`config.mk`:
```
export PLATFORM = sky130hd
export DESIGN_NAME = color_key_centroid_tracker_top
export DESIGN_NICKNAME = d
export VERILOG_FILES = /design/src/rtl/ckct_pkg.sv /design/src/rtl/color_key_centroid_tracker_top.sv /design/src/rtl/ckct_div.sv /design/src/rtl/ckct_ctrl.sv /design/src/rtl/ckct_dp.sv
export VERILOG_INCLUDE_DIRS = /design/src /design/src/rtl
export SDC_FILE = /design/constraint.sdc
export NUM_CORES = 1
export LEC_CHECK = 0
export BUFFER_PORTS_ARGS = -buffer_cell sky130_fd_sc_hd__buf_4
export CAP_MARGIN = 10
export CORE_MARGIN = 2
export CORE_UTILIZATION = 60
export DETAILED_ROUTE_END_ITERATION = 8
export PLACE_DENSITY = 0.78
export SLEW_MARGIN = 0
export SYNTH_ARGS = -nofsm -noshare
export SYNTH_HDL_FRONTEND = slang
export SYNTH_SLANG_ARGS = --single-unit
export TNS_END_PERCENT = 10
```
`constraint.sdc`:
```
create_clock -name clk_i -period 5.6 [get_ports clk_i]
set_clock_uncertainty 0.2 [all_clocks]
set_input_delay 1.12 -clock clk_i [delete_from_list [all_inputs] [get_ports clk_i]]
set_output_delay 1.12 -clock clk_i [all_outputs]
set_load 0.02 [all_outputs]
```
`src/rtl/color_key_centroid_tracker_top_defines.svh`:
```
// Assertion macros used by the tracker RTL (included by the controller).
`ifndef COLOR_KEY_CENTROID_TRACKER_TOP_DEFINES_SVH
`define COLOR_KEY_CENTROID_TRACKER_TOP_DEFINES_SVH

// Same-cycle implication, sampled on clk_i, quiet while rst_ni is low.
`define CKCT_ASSERT_IMP(lbl, ante, cons) \
  lbl: assert property (@(posedge clk_i) disable iff (!rst_ni) (ante) |-> (cons)) \
    else $error("ckct: implication check failed");

// Next-cycle implication, sampled on clk_i, quiet while rst_ni is low.
`define CKCT_ASSERT_NXT(lbl, ante, cons) \
  lbl: assert property (@(posedge clk_i) disable iff (!rst_ni) (ante) |=> (cons)) \
    else $error("ckct: next-cycle check failed");

`endif

```
`src/rtl/ckct_pkg.sv`:
```
// Package: constants, register indexes and control structs of the tracker.
package ckct_pkg;

  localparam int MAX_COLS    = 1024;
  localparam int MAX_ROWS    = 1024;
  localparam int MIN_MATCHES = 50;
  localparam int DEAD_BAND   = 30;

  localparam int PIX_W   = 8;
  localparam int SIZE_W  = 11;
  localparam int COL_W   = $clog2(MAX_COLS);
  localparam int ROW_W   = $clog2(MAX_ROWS);
  localparam int MATCH_W = COL_W + ROW_W + 1;
  localparam int CSUM_W  = COL_W + COL_W + ROW_W;
  localparam int RSUM_W  = ROW_W + COL_W + ROW_W;
  localparam int SUM_W   = (CSUM_W > RSUM_W) ? CSUM_W : RSUM_W;
  localparam int QUOT_W  = (COL_W > ROW_W) ? COL_W : ROW_W;
  localparam int CFG_IDX_W = 3;
  localparam int CFG_DAT_W = SIZE_W;

  localparam logic [PIX_W-1:0]  PIX_WHITE   = 8'd255;
  localparam logic [PIX_W-1:0]  TOL_RESET   = 8'd15;
  localparam logic [SIZE_W-1:0] WIDTH_RESET  = 11'd640;
  localparam logic [SIZE_W-1:0] HEIGHT_RESET = 11'd480;

  // Register indexes of the configuration port
  localparam logic [CFG_IDX_W-1:0] CFG_ENABLE = 3'd0;
  localparam logic [CFG_IDX_W-1:0] CFG_KEY_B  = 3'd1;
  localparam logic [CFG_IDX_W-1:0] CFG_KEY_G  = 3'd2;
  localparam logic [CFG_IDX_W-1:0] CFG_KEY_R  = 3'd3;
  localparam logic [CFG_IDX_W-1:0] CFG_TOL    = 3'd4;
  localparam logic [CFG_IDX_W-1:0] CFG_WIDTH  = 3'd5;
  localparam logic [CFG_IDX_W-1:0] CFG_HEIGHT = 3'd6;

  localparam logic signed [1:0] TURN_NONE = 2'sb00;
  localparam logic signed [1:0] TURN_POS  = 2'sb01;
  localparam logic signed [1:0] TURN_NEG  = 2'sb11;

  localparam logic RESULT_PIXEL   = 1'b0;
  localparam logic RESULT_SUMMARY = 1'b1;

  typedef struct packed {
    logic pix_accept;
    logic div_start;
    logic sum_load;
  } ckct_cmd_t;

  typedef struct packed {
    logic frame_end;
    logic div_busy;
  } ckct_sts_t;

endpackage

```
`src/rtl/color_key_centroid_tracker_top.sv`:
```
// Top level of the colour-key centroid tracker: controller plus datapath.
//
//  channel | direction | handshake                   | payload
//  --------+-----------+-----------------------------+------------------------------------
//  pixel   | in        | in_valid_i / in_ready_o     | pix_blue_i, pix_green_i, pix_red_i
//  config  | in        | cfg_valid_i / cfg_ready_o   | cfg_index_i, cfg_data_i
//  result  | out       | out_valid_o / out_ready_i   | result_kind_o .. last_of_run_o
//
// Outside the frame-end sequence, a pixel transfer is taken every cycle while the output
// register is free or being drained, so a stream runs at one pixel per clock.
// On the last pixel of a frame, no pixel is taken while the controller starts the divider,
// runs the bit-per-cycle dual-lane divider steps, sees it finish and registers the
// summary.
// A stalled result holds the pixel channel; config is always ready.
// Reset (asynchronous, active low) clears config to defaults and all counters at once.
module color_key_centroid_tracker_top (
  input  logic                            clk_i,
  input  logic                            rst_ni,
  input  logic                            in_valid_i,
  output logic                            in_ready_o,
  input  logic [ckct_pkg::PIX_W-1:0]      pix_blue_i,
  input  logic [ckct_pkg::PIX_W-1:0]      pix_green_i,
  input  logic [ckct_pkg::PIX_W-1:0]      pix_red_i,
  input  logic                            cfg_valid_i,
  output logic                            cfg_ready_o,
  input  logic [ckct_pkg::CFG_IDX_W-1:0]  cfg_index_i,
  input  logic [ckct_pkg::CFG_DAT_W-1:0]  cfg_data_i,
  output logic                            out_valid_o,
  input  logic                            out_ready_i,
  output logic                            result_kind_o,
  output logic [ckct_pkg::PIX_W-1:0]      out_blue_o,
  output logic [ckct_pkg::PIX_W-1:0]      out_green_o,
  output logic [ckct_pkg::PIX_W-1:0]      out_red_o,
  output logic                            object_found_o,
  output logic [ckct_pkg::COL_W-1:0]      centroid_col_o,
  output logic [ckct_pkg::ROW_W-1:0]      centroid_row_o,
  output logic signed [1:0]               turn_command_o,
  output logic                            last_of_run_o
);
  import ckct_pkg::*;

  ckct_cmd_t cmd;
  ckct_sts_t sts;

  // The user is to write config only while idle; the block does not enforce this and has no interlock
  assign cfg_ready_o = 1'b1;

  // Sequencing: pixel transfers, frame-end divide, summary load
  ckct_ctrl u_ctrl (
    .clk_i       (clk_i),
    .rst_ni      (rst_ni),
    .in_valid_i  (in_valid_i),
    .in_ready_o  (in_ready_o),
    .out_valid_o (out_valid_o),
    .out_ready_i (out_ready_i),
    .sts_i       (sts),
    .cmd_o       (cmd)
  );

  // Matching, sums, centroid divide, turn latch, result register
  ckct_dp u_dp (
    .clk_i          (clk_i),
    .rst_ni         (rst_ni),
    .cfg_write_i    (cfg_valid_i && cfg_ready_o),
    .cfg_index_i    (cfg_index_i),
    .cfg_data_i     (cfg_data_i),
    .pix_blue_i     (pix_blue_i),
    .pix_green_i    (pix_green_i),
    .pix_red_i      (pix_red_i),
    .cmd_i          (cmd),
    .sts_o          (sts),
    .result_kind_o  (result_kind_o),
    .out_blue_o     (out_blue_o),
    .out_green_o    (out_green_o),
    .out_red_o      (out_red_o),
    .object_found_o (object_found_o),
    .centroid_col_o (centroid_col_o),
    .centroid_row_o (centroid_row_o),
    .turn_command_o (turn_command_o),
    .last_of_run_o  (last_of_run_o)
  );

endmodule

```
`src/rtl/ckct_div.sv`:
```
// Dual-lane restoring divider, one quotient bit per lane per cycle, shared divisor.
module ckct_div (
  input  logic                          clk_i,
  input  logic                          rst_ni,
  input  logic                          start_i,
  input  logic [ckct_pkg::MATCH_W-1:0]  divisor_i,
  input  logic [ckct_pkg::SUM_W-1:0]    dividend_a_i,
  input  logic [ckct_pkg::SUM_W-1:0]    dividend_b_i,
  output logic [ckct_pkg::QUOT_W-1:0]   quot_a_o,
  output logic [ckct_pkg::QUOT_W-1:0]   quot_b_o,
  output logic                          busy_o
);
  import ckct_pkg::*;

  localparam int CNT_W = $clog2(QUOT_W + 1);

  logic [MATCH_W-1:0] div_q;
  logic [MATCH_W-1:0] rem_a_q, rem_a_d, rem_b_q, rem_b_d;
  logic [QUOT_W-1:0]  num_a_q, num_a_d, num_b_q, num_b_d;
  logic [CNT_W-1:0]   cnt_q, cnt_d;
  logic               qa, qb;

  // One restoring step: returns {quotient bit, new remainder}
  function automatic logic [MATCH_W:0] div_step(input logic [MATCH_W-1:0] rem,
                                                input logic             nbit,
                                                input logic [MATCH_W-1:0] dvs);
    logic [MATCH_W:0] trial;
    logic [MATCH_W:0] diff;
    trial = {rem, nbit};
    diff  = trial - {1'b0, dvs};
    if (trial >= {1'b0, dvs}) begin
      div_step = {1'b1, diff[MATCH_W-1:0]};
    end else begin
      div_step = {1'b0, trial[MATCH_W-1:0]};
    end
  endfunction

  always_comb begin
    {qa, rem_a_d} = div_step(rem_a_q, num_a_q[QUOT_W-1], div_q);
    {qb, rem_b_d} = div_step(rem_b_q, num_b_q[QUOT_W-1], div_q);
    num_a_d = {num_a_q[QUOT_W-2:0], qa};
    num_b_d = {num_b_q[QUOT_W-2:0], qb};
    cnt_d   = cnt_q - CNT_W'(1);
  end

  always_ff @(posedge clk_i or negedge rst_ni) begin
    if (!rst_ni) begin
      cnt_q <= '0;
    end else if (start_i) begin
      cnt_q <= CNT_W'(QUOT_W);
    end else if (busy_o) begin
      cnt_q <= cnt_d;
    end
  end

  // Quotient fits QUOT_W bits, so the upper dividend bits seed the remainder
  always_ff @(posedge clk_i) begin
    if (start_i) begin
      div_q   <= divisor_i;
      rem_a_q <= MATCH_W'(dividend_a_i >> QUOT_W);
      rem_b_q <= MATCH_W'(dividend_b_i >> QUOT_W);
      num_a_q <= dividend_a_i[QUOT_W-1:0];
      num_b_q <= dividend_b_i[QUOT_W-1:0];
    end else if (busy_o) begin
      rem_a_q <= rem_a_d;
      rem_b_q <= rem_b_d;
      num_a_q <= num_a_d;
      num_b_q <= num_b_d;
    end
  end

  assign busy_o   = (cnt_q != '0);
  assign quot_a_o = num_a_q;
  assign quot_b_o = num_b_q;

endmodule

```
`src/rtl/ckct_ctrl.sv`:
```
// Controller: handshakes, output-register occupancy and frame-end sequencing.
`include "color_key_centroid_tracker_top_defines.svh"
module ckct_ctrl (
  input  logic                clk_i,
  input  logic                rst_ni,
  input  logic                in_valid_i,
  output logic                in_ready_o,
  output logic                out_valid_o,
  input  logic                out_ready_i,
  input  ckct_pkg::ckct_sts_t sts_i,
  output ckct_pkg::ckct_cmd_t cmd_o
);
  import ckct_pkg::*;

  typedef enum logic [1:0] {
    S_RUN,
    S_START,
    S_DIV,
    S_SUM
  } state_e;

  state_e state_q, state_d;
  logic   out_valid_q, out_valid_d;
  logic   out_free;

  always_comb begin
    out_free         = !out_valid_q || out_ready_i;
    in_ready_o       = (state_q == S_RUN) && out_free;
    cmd_o.pix_accept = in_valid_i && in_ready_o;
    cmd_o.div_start  = (state_q == S_START);
    cmd_o.sum_load   = (state_q == S_SUM) && out_free;

    state_d = state_q;
    unique case (state_q)
      S_RUN:   if (cmd_o.pix_accept && sts_i.frame_end) state_d = S_START;
      S_START: state_d = S_DIV;
      S_DIV:   if (!sts_i.div_busy) state_d = S_SUM;
      S_SUM:   if (out_free) state_d = S_RUN;
      default: state_d = S_RUN;
    endcase

    if (cmd_o.pix_accept || cmd_o.sum_load) begin
      out_valid_d = 1'b1;
    end else if (out_ready_i) begin
      out_valid_d = 1'b0;
    end else begin
      out_valid_d = out_valid_q;
    end
  end

  always_ff @(posedge clk_i or negedge rst_ni) begin
    if (!rst_ni) begin
      state_q     <= S_RUN;
      out_valid_q <= 1'b0;
    end else begin
      state_q     <= state_d;
      out_valid_q <= out_valid_d;
    end
  end

  assign out_valid_o = out_valid_q;

  `CKCT_ASSERT_NXT(a_frame_end_starts_div, cmd_o.pix_accept && sts_i.frame_end, state_q == S_START)
  `CKCT_ASSERT_NXT(a_div_runs, state_q == S_START, sts_i.div_busy)
  `CKCT_ASSERT_NXT(a_result_held, out_valid_q && !out_ready_i, out_valid_q)
  `CKCT_ASSERT_IMP(a_no_accept_in_summary, state_q != S_RUN, !cmd_o.pix_accept)

endmodule

```
`src/rtl/ckct_dp.sv`:
```
// Datapath: config registers, matching, accumulators, centroid, turn and output register.
module ckct_dp (
  input  logic                            clk_i,
  input  logic                            rst_ni,
  input  logic                            cfg_write_i,
  input  logic [ckct_pkg::CFG_IDX_W-1:0]  cfg_index_i,
  input  logic [ckct_pkg::CFG_DAT_W-1:0]  cfg_data_i,
  input  logic [ckct_pkg::PIX_W-1:0]      pix_blue_i,
  input  logic [ckct_pkg::PIX_W-1:0]      pix_green_i,
  input  logic [ckct_pkg::PIX_W-1:0]      pix_red_i,
  input  ckct_pkg::ckct_cmd_t             cmd_i,
  output ckct_pkg::ckct_sts_t             sts_o,
  output logic                            result_kind_o,
  output logic [ckct_pkg::PIX_W-1:0]      out_blue_o,
  output logic [ckct_pkg::PIX_W-1:0]      out_green_o,
  output logic [ckct_pkg::PIX_W-1:0]      out_red_o,
  output logic                            object_found_o,
  output logic [ckct_pkg::COL_W-1:0]      centroid_col_o,
  output logic [ckct_pkg::ROW_W-1:0]      centroid_row_o,
  output logic signed [1:0]               turn_command_o,
  output logic                            last_of_run_o
);
  import ckct_pkg::*;

  logic              en_q;
  logic [PIX_W-1:0]  key_b_q, key_g_q, key_r_q, tol_q;
  logic [SIZE_W-1:0] width_q, height_q;

  logic [COL_W-1:0]   col_q;
  logic [ROW_W-1:0]   row_q;
  logic [MATCH_W-1:0] cnt_q;
  logic [SUM_W-1:0]   csum_q, rsum_q;
  logic               found_q;
  logic signed [1:0]  turn_q, turn_d;

  logic [SIZE_W-1:0]  w_eff, h_eff;
  logic               row_end, frame_end, match;
  logic [QUOT_W-1:0]  quot_c, quot_r;
  logic               div_busy;
  logic signed [QUOT_W+1:0] diff;

  function automatic logic in_window(input logic [PIX_W-1:0] p,
                                     input logic [PIX_W-1:0] k,
                                     input logic [PIX_W-1:0] t);
    logic [PIX_W:0] pt;
    logic [PIX_W:0] kt;
    pt = {1'b0, p} + {1'b0, t};
    kt = {1'b0, k} + {1'b0, t};
    in_window = (pt > {1'b0, k}) && ({1'b0, p} < kt);
  endfunction

  // Config
  always_ff @(posedge clk_i or negedge rst_ni) begin
    if (!rst_ni) begin
      en_q     <= 1'b0;
      key_b_q  <= '0;
      key_g_q  <= '0;
      key_r_q  <= '0;
      tol_q    <= TOL_RESET;
      width_q  <= WIDTH_RESET;
      height_q <= HEIGHT_RESET;
    end else if (cfg_write_i) begin
      unique case (cfg_index_i)
        CFG_ENABLE: en_q     <= cfg_data_i[0];
        CFG_KEY_B:  key_b_q  <= cfg_data_i[PIX_W-1:0];
        CFG_KEY_G:  key_g_q  <= cfg_data_i[PIX_W-1:0];
        CFG_KEY_R:  key_r_q  <= cfg_data_i[PIX_W-1:0];
        CFG_TOL:    tol_q    <= cfg_data_i[PIX_W-1:0];
        CFG_WIDTH:  width_q  <= cfg_data_i[SIZE_W-1:0];
        CFG_HEIGHT: height_q <= cfg_data_i[SIZE_W-1:0];
        default: ;
      endcase
    end
  end

  always_comb begin
    if (width_q < SIZE_W'(2))             w_eff = SIZE_W'(2);
    else if (width_q > SIZE_W'(MAX_COLS)) w_eff = SIZE_W'(MAX_COLS);
    else                                  w_eff = width_q;
    if (height_q < SIZE_W'(1))             h_eff = SIZE_W'(1);
    else if (height_q > SIZE_W'(MAX_ROWS)) h_eff = SIZE_W'(MAX_ROWS);
    else                                   h_eff = height_q;

    row_end   = SIZE_W'(col_q) >= (w_eff - SIZE_W'(1));
    frame_end = row_end && (SIZE_W'(row_q) >= (h_eff - SIZE_W'(1)));
    match     = en_q && in_window(pix_blue_i, key_b_q, tol_q)
                     && in_window(pix_green_i, key_g_q, tol_q)
                     && in_window(pix_red_i, key_r_q, tol_q);

    diff = $signed({2'b00, quot_c}) - $signed((QUOT_W+2)'(w_eff >> 1));
    turn_d = turn_q;
    if (diff > (QUOT_W+2)'(DEAD_BAND) || diff < -(QUOT_W+2)'(DEAD_BAND)) begin
      if (turn_q == TURN_NONE) turn_d = (diff > 0) ? TURN_NEG : TURN_POS;
    end else begin
      turn_d = TURN_NONE;
    end
  end

  assign sts_o.frame_end = frame_end;
  assign sts_o.div_busy  = div_busy;

  // Raster position and accumulators
  always_ff @(posedge clk_i or negedge rst_ni) begin
    if (!rst_ni) begin
      col_q   <= '0;
      row_q   <= '0;
      cnt_q   <= '0;
      csum_q  <= '0;
      rsum_q  <= '0;
      found_q <= 1'b0;
      turn_q  <= TURN_NONE;
    end else begin
      if (cmd_i.pix_accept) begin
        if (frame_end) begin
          col_q <= '0;
          row_q <= '0;
        end else if (row_end) begin
          col_q <= '0;
          row_q <= row_q + ROW_W'(1);
        end else begin
          col_q <= col_q + COL_W'(1);
        end
        if (match) begin
          cnt_q  <= cnt_q + MATCH_W'(1);
          csum_q <= csum_q + SUM_W'(col_q);
          rsum_q <= rsum_q + SUM_W'(row_q);
        end
      end
      if (cmd_i.div_start) begin
        found_q <= en_q && (rsum_q != '0) && (csum_q != '0)
                   && (cnt_q > MATCH_W'(MIN_MATCHES));
        cnt_q   <= '0;
        csum_q  <= '0;
        rsum_q  <= '0;
      end
      if (cmd_i.sum_load && found_q) turn_q <= turn_d;
    end
  end

  ckct_div u_div (
    .clk_i        (clk_i),
    .rst_ni       (rst_ni),
    .start_i      (cmd_i.div_start),
    .divisor_i    (cnt_q),
    .dividend_a_i (csum_q),
    .dividend_b_i (rsum_q),
    .quot_a_o     (quot_c),
    .quot_b_o     (quot_r),
    .busy_o       (div_busy)
  );

  // Output register
  always_ff @(posedge clk_i) begin
    if (cmd_i.pix_accept) begin
      result_kind_o  <= RESULT_PIXEL;
      out_blue_o     <= match ? PIX_WHITE : pix_blue_i;
      out_green_o    <= match ? PIX_WHITE : pix_green_i;
      out_red_o      <= match ? PIX_WHITE : pix_red_i;
      object_found_o <= 1'b0;
      centroid_col_o <= '0;
      centroid_row_o <= '0;
      turn_command_o <= TURN_NONE;
      last_of_run_o  <= !frame_end;
    end else if (cmd_i.sum_load) begin
      result_kind_o  <= RESULT_SUMMARY;
      out_blue_o     <= '0;
      out_green_o    <= '0;
      out_red_o      <= '0;
      object_found_o <= found_q;
      centroid_col_o <= found_q ? quot_c[COL_W-1:0] : '0;
      centroid_row_o <= found_q ? quot_r[ROW_W-1:0] : '0;
      turn_command_o <= found_q ? turn_d : turn_q;
      last_of_run_o  <= 1'b1;
    end
  end

endmodule
```
==> Word-level counts from Yosys, hierarchy flattened <==
Cells that the tools add are included.
{ "word_totals": {"reg_bits": 298, "out_inout_bits": 52, "word_cells": 172} }
{ "op_classes": {"n_addsub": 17, "magnitude_cmp": 18, "n_eq_ne": 12, "n_mux": 50, "reduce_logical": 42} }
{ "ops": {"columns": ["operator", "n"], "rows": [
  ["$mux 30", 6],
  ["$mux 10", 10],
  ["$mux 20", 4],
  ["$mux 21", 3],
  ["$add 30x10->30", 2],
  ["$reduce_bool 30->1", 2],
  ["$mux 8", 7],
  ["$add 8x8->9", 6],
  ["$ge 22x21->1", 2],
  ["$mux 11", 4],
  ["$mux 22", 2],
  ["$sub 21x21->21", 2],
  ["$gt 9x8->1", 3],
  ["$lt 8x9->1", 3],
  ["$ge 10x11->1", 2],
  ["$gt 11x11->1 const B", 2],
  ["$sub 11x1->11 const B", 2],
  ["$add 21x1->21 const B", 1],
  ["$gt 21x6->1 const B", 1],
  ["$add 10x1->10 const B", 2],
  ["$reduce_and 2->1", 9],
  ["$logic_and 1x1->1", 15],
  ["$mux 2", 7],
  ["$reduce_bool 2->1", 6],
  ["23 further kinds", 36]
]} }

==> Depth between registers and ports, before layout <==
{ "logic_depth": {"ltp_word": 9, "mapped_depth": 20} }

==> Modules after synthesis <==
From an unflattened synthesis, not the netlist that was laid out.
{ "unflattened": {"hier_cells": 2114, "hier_area_um2": 20577.2} }
{ "by_module_without_submodules": {"columns": ["mod", "instances", "cells_per_inst", "area_per_inst_um2"], "rows": [
  ["ckct_dp", 1, 1514, 14301.2],
  ["ckct_div", 1, 575, 6028.3],
  ["ckct_ctrl", 1, 23, 236.5],
  ["color_key_centroid_tracker_top", 1, 2, 11.3]
]} }

==> Least setup slack after synthesis <==
Ideal clock, no wire load.
{ "synth_timing": {"path_type": "input to register", "start": "input port pix_red_i[0] in the netlist's numbering", "end": "register u_dp.out_blue_o[0] in the netlist's numbering (data pin)", "setup_ns": 0.254, "t_arrival_ns": 4.192, "required_time_ns": 5.146, "slack_ns": 0.954, "stages": 17, "n_path_buf": 3, "path_cell_list": "ha_1 fa_1 a21oi_1 o21ai_1 o31a_1 a21oi_1 ha_1 a2111oi_0 o21ai_0 a21oi_1 o21bai_1 o211ai_1 nor4b_4 buf_2 buf_4 buf_2 a21o_1"} }
{ "synth_via": {"elab_chain_len": 6, "word_cells_on_any_way": 7} }
{ "synth_lines": {"columns": ["element", "line", "rtl"], "rows": [
  ["start: declaration", "color_key_centroid_tracker_top.sv:23", "input logic [ckct_pkg::PIX_W-1:0] pix_red_i,"],
  ["$add 8x8->9", "ckct_dp.sv:47", "pt = {1'b0, p} + {1'b0, t};"],
  ["$gt 9x8->1", "ckct_dp.sv:49", "in_window = (pt > {1'b0, k}) && ({1'b0, p} < kt);"],
  ["$logic_and 1x1->1 *", "ckct_dp.sv:49", null],
  ["$logic_and 1x1->1 *", "ckct_dp.sv:88", "&& in_window(pix_red_i, key_r_q, tol_q);"],
  ["$mux 8 *", "ckct_dp.sv:156", "out_blue_o <= match ? PIX_WHITE : pix_blue_i;"],
  ["$mux 8 *", "ckct_dp.sv:154", "if (cmd_i.pix_accept) begin"],
  ["end signal: assignment", "ckct_dp.sv:156", null],
  ["end: declaration", "ckct_dp.sv:14", "output logic [ckct_pkg::PIX_W-1:0] out_blue_o,"]
]} }
Mark *: on every way between the ends. The rest lies on a longest branch, timed or not.
A chain may end at the register's enable or synchronous reset.

==> Worst setup path after layout <==
{ "layout_timing": {"start": "register u_dp.tol_q[1]", "end": "register u_dp.csum_q[23]"} }
{ "layout_via": {"elab_chain_len": 8, "word_cells_on_any_way": 20} }
{ "layout_lines": {"columns": ["element", "line", "rtl"], "rows": [
  ["start: declaration", "ckct_dp.sv:26", "logic [PIX_W-1:0] key_b_q, key_g_q, key_r_q, tol_q;"],
  ["start signal: assignment", "ckct_dp.sv:68", "CFG_TOL: tol_q <= cfg_data_i[PIX_W-1:0];"],
  ["$add 8x8->9, on equally long branches", "ckct_dp.sv:47, ckct_dp.sv:48", null],
  ["$gt 9x8->1 / $lt 8x9->1 (equally long branches)", "ckct_dp.sv:49", null],
  ["$logic_and 1x1->1", "ckct_dp.sv:49", null],
  ["$logic_and 1x1->1", "ckct_dp.sv:86", "match = en_q && in_window(pix_blue_i, key_b_q, tol_q)"],
  ["$logic_and 1x1->1", "ckct_dp.sv:87", "&& in_window(pix_green_i, key_g_q, tol_q)"],
  ["$logic_and 1x1->1 *", "ckct_dp.sv:88", null],
  ["$reduce_bool 2->1 (no source line) *", null, null],
  ["$reduce_and 2->1 (no source line) *", null, null],
  ["end signal: assignment", "ckct_dp.sv:125", "csum_q <= csum_q + SUM_W'(col_q);"],
  ["end: declaration", "ckct_dp.sv:32", "logic [SUM_W-1:0] csum_q, rsum_q;"]
]} }
Marks and branches as above.

==> impl_metrics.yaml <==
critical_path:
  setup.worst_path.end_class: "register"
  worstRegToRegCells: 19
  arrival_ns: 5.30
  regToRegSetupSlack_ns: 0.49
  path_buf_inv: 2
  cp_max_fo: 31
  crit_required_ns: 5.78
  cp_top_family: "compound AO/OA/AOI/OAI gates"
  worstSetupStartpointType: "register"
  critPathKind: "register to register"
  crit_slowest_cell: "dfstp_4"
  crit_chain: "ha_1, a21o_1, a21oi_1, o21bai_1, a21oi_1, o21bai_1, a21oi_1, xor2_1, ha_1, a2111oi_0, nand2_1, o211ai_1, o211ai_1, nor4b_4, buf_4, buf_4, nand4_1, xor2_1, nor2_1"
  cpPeakStageDelay_ns: 0.77
  r2r-start: "u_dp.tol_q[1]"
  crit_top_cell: "a21oi_1"
  r2r-end: "u_dp.csum_q[23]"
timing:
  worstMarginPinSlew_ns: 1.07
  tns_ns: 0
  finalHoldViolCount: 0
  max-slew-margin-rel_pct: 28.6
  fin_crit_sh_pct: 91.3
  slew_violations: 0
  rsz0062_at_grt: "false"
  min_period_ns: 5.11
  holdWs_ns: 0.258
  setup_viol: 0
  fin_ws_ns: 0.489
  fmax_mhz: 196
cts:
  cts_made_buffers: 35
  cts_buffer_depth: 3
  cts.sinks: 298
  cts_tree: "built"
  clock-root-buffer: "clkbuf_16"
  clkTransAtPathRegs_ns: 0.06
  insertion_delay_ns: 0.52
  h-tree-depth: 2
  postCtsSetupBuffers: 0
routing:
  remaining_drc_errors: 0
  drt-pass1-iter-count: 5
  detail_route.wirelength_um: 49100
  via_count: 15827
  final_antenna_net_count: 0
  viasPerCell: 6.17
  wl_per_cell_um: 19.1
  drt_iter0_drc: 1205
synthesis:
  synthSimpleGateAreaFrac_pct: 14.9
  ys_ff_latch: 298
  ys_warn_count: 0
  synth.net_count: 2265
  netlist_area_um2: 20000
  synth-seq-area-share_pct: 39.4
  synth-compound-area-share_pct: 16.3
  synthFlopType: "dfrtp_1"
  synth_edf_count: 106
  synthAdderAreaFrac_pct: 13.4
  synth.avg_cell_area_um2: 9.92
  synth_top_family_by_area: "compound AO/OA/AOI/OAI gates"
  async_flop_share_pct: 55.7
  synthMuxAreaShare_pct: 6.00
  synthCells: 2014
  synth_cell_types: 84
  synth-xor-area-share_pct: 6.53
die:
  die_h_um: 187
  ios: 95
  start_util_pct: 61.1
  dieArea_um2: 34800
  placementRows: 66
  die_x_um: 187
  core_area_um2: 32700
status:
  outcome: "completed"
finish:
  final_core_util_pct: 68.1
  final_common_cell: "nor2_1"
  layoutNonFillerInstCount: 2567
  fin_area_um2: 22300
  fin_nets: 2349
  final_cell_mix: "nor2_1, ha_1, dfrtp_1"
  drive_gt1_share_pct: 14.0
  area_growth_pct: 11.5
  n_antenna_cell: 0
global_routing:
  grt_pass1_vias: 15831
  overflow: 0
  grt_pass1_wl_um: 80700
  grt_max_degree: 157
  track_usage_pct: 28.2
  antenna_found_initial: 0
hold_path:
  hold_path_depth: 2
  hp-start: "u_dp.turn_command_o[0]"
  hold_path_end: "u_dp.turn_command_o[0]"
  worstHoldPathType: "register to register"
placement:
  numPortBuffers: 93
  place_ws_ns: 0.337
  place.gp.congestion: 0.951
  dp_cells: 2503
  post_dp_cell_area_um2: 21100
  dpl.hpwl_um: 35400
power_and_ir_drop:
  power.leakage_nw: 10.1
  total_power_mw: 11.6
  power_density_nw_per_um2: 519
  worst_ir_drop_vdd_v: 0.000310
job:
  drv_cap: 0
-- per-layer routing --
layer / track usage (%) / wire [µm] / vias up
met2: 46.9 / 23000 / 459
li1: - / - / 7546
met5: 0 / 0 / -
met4: 9.89 / 1580 / 0
met3: 3.97 / 2650 / 111
met1: 38.0 / 21900 / 7711
-- logic make-up (layout without fill, tap and decap cells) --
logic type	after synthesis	after routing
adders and majority gates	208	208
muxes	109	109
buffers and inverters	177	288
DFF	298	298
xor gates and xnor gates	149	149
other	1	1
and+or+nand+nor	583	583
AOI/OAI and AO/OA	489	489
-- state kept, by name (all words and copies together), names as in the netlist, 10 cells and up --
| name | cells |
|---|---|
| u_dp.col_q | 10 |
| u_dp.centroid_col_o | 10 |
| u_dp.csum_q | 30 |
| u_dp.rsum_q | 30 |
| u_dp.cnt_q | 21 |
| u_dp.u_div.rem_b_q | 21 |
| u_dp.u_div.div_q | 21 |
| u_dp.centroid_row_o | 10 |
| u_dp.row_q | 10 |
| u_dp.u_div.rem_a_q | 21 |
| u_dp.u_div.quot_b_o | 10 |
| u_dp.u_div.quot_a_o | 10 |
| u_dp.height_q | 11 |
| u_dp.width_q | 11 |
-- area by class of cell --
cell class,count,area [µm²]
flip-flops and latches,298,7870
clock inverters,21,168
well taps,442,553
clock buffers,43,968
fillers,2559,10400
multi-input cells,1539,11400
inverters,114,428
repair buffers,110,855
-- how the worst max path moves through the flow --
stage | startpoint | endpoint | slack [ns] | cells past startpoint
floorplan | pix_red_i[0] | u_dp.out_blue_o[0] | 0.95 | 17
finish | u_dp.tol_q[1] | u_dp.csum_q[23] | 0.49 | 19
CTS | u_dp.tol_q[1] | u_dp.csum_q[23] | 0.41 | 19
detailed placement | pix_blue_i[0] | u_dp.csum_q[23] | 0.34 | 21
global route | u_dp.tol_q[1] | u_dp.csum_q[14] | 0.02 | 19
global placement | pix_blue_i[0] | u_dp.csum_q[29] | 0.48 | 21
-- where the power goes --
part	internal (mW)	switching [mW]	leakage, nW
logic	2.58	3.32	6.06
clock network	1.29	0.954	0.550
registers	2.99	0.415	3.50
-- worst reg2reg max path, delay by kind of cell, from the launching register on --
kind | cells | cell delay [ns]
DFF | 1 | 0.77
AOI/OAI and AO/OA | 9 | 1.92
and+or+nand+nor | 4 | 0.62
buffers and inverters | 2 | 0.72
adders and majority gates | 2 | 0.48
xor gates and xnor gates | 2 | 0.29
-- Yosys cell counts (all sizes together) (11+ instances only) --
cell type,n,area (µm²)
nand4,37,231
nor3,18,90.1
mux2i,22,220
dfrtp,156,3900
o21bai,18,135
buf,20,111
nand3b,14,105
nand3,48,240
nand4b,11,96.3
and2,14,87.6
xnor2,74,648
dfxtp,26,521
and3,22,138
o21a,27,203
a211oi,25,193
edfxtp,106,3180
a22o,26,228
fa,11,220
ha,197,2460
nand2,103,387
nor4,25,156
nor2b,23,144
nand2b,15,93.8
nor3b,15,133
inv,114,428
nor2,200,751
xor2,75,657
o21ai,91,459
a21o,68,510
clkbuf,43,161
a21oi,137,689
mux2,87,980
-- timing repair --
action	4_1_cts	5_1_grt
hold buffers	0	0
endpoints found under the setup margin	0	15
gates resized for setup	0	1
hold endpoints to repair	0	0
No activity file was read; power rests on OpenSTA's default activity.
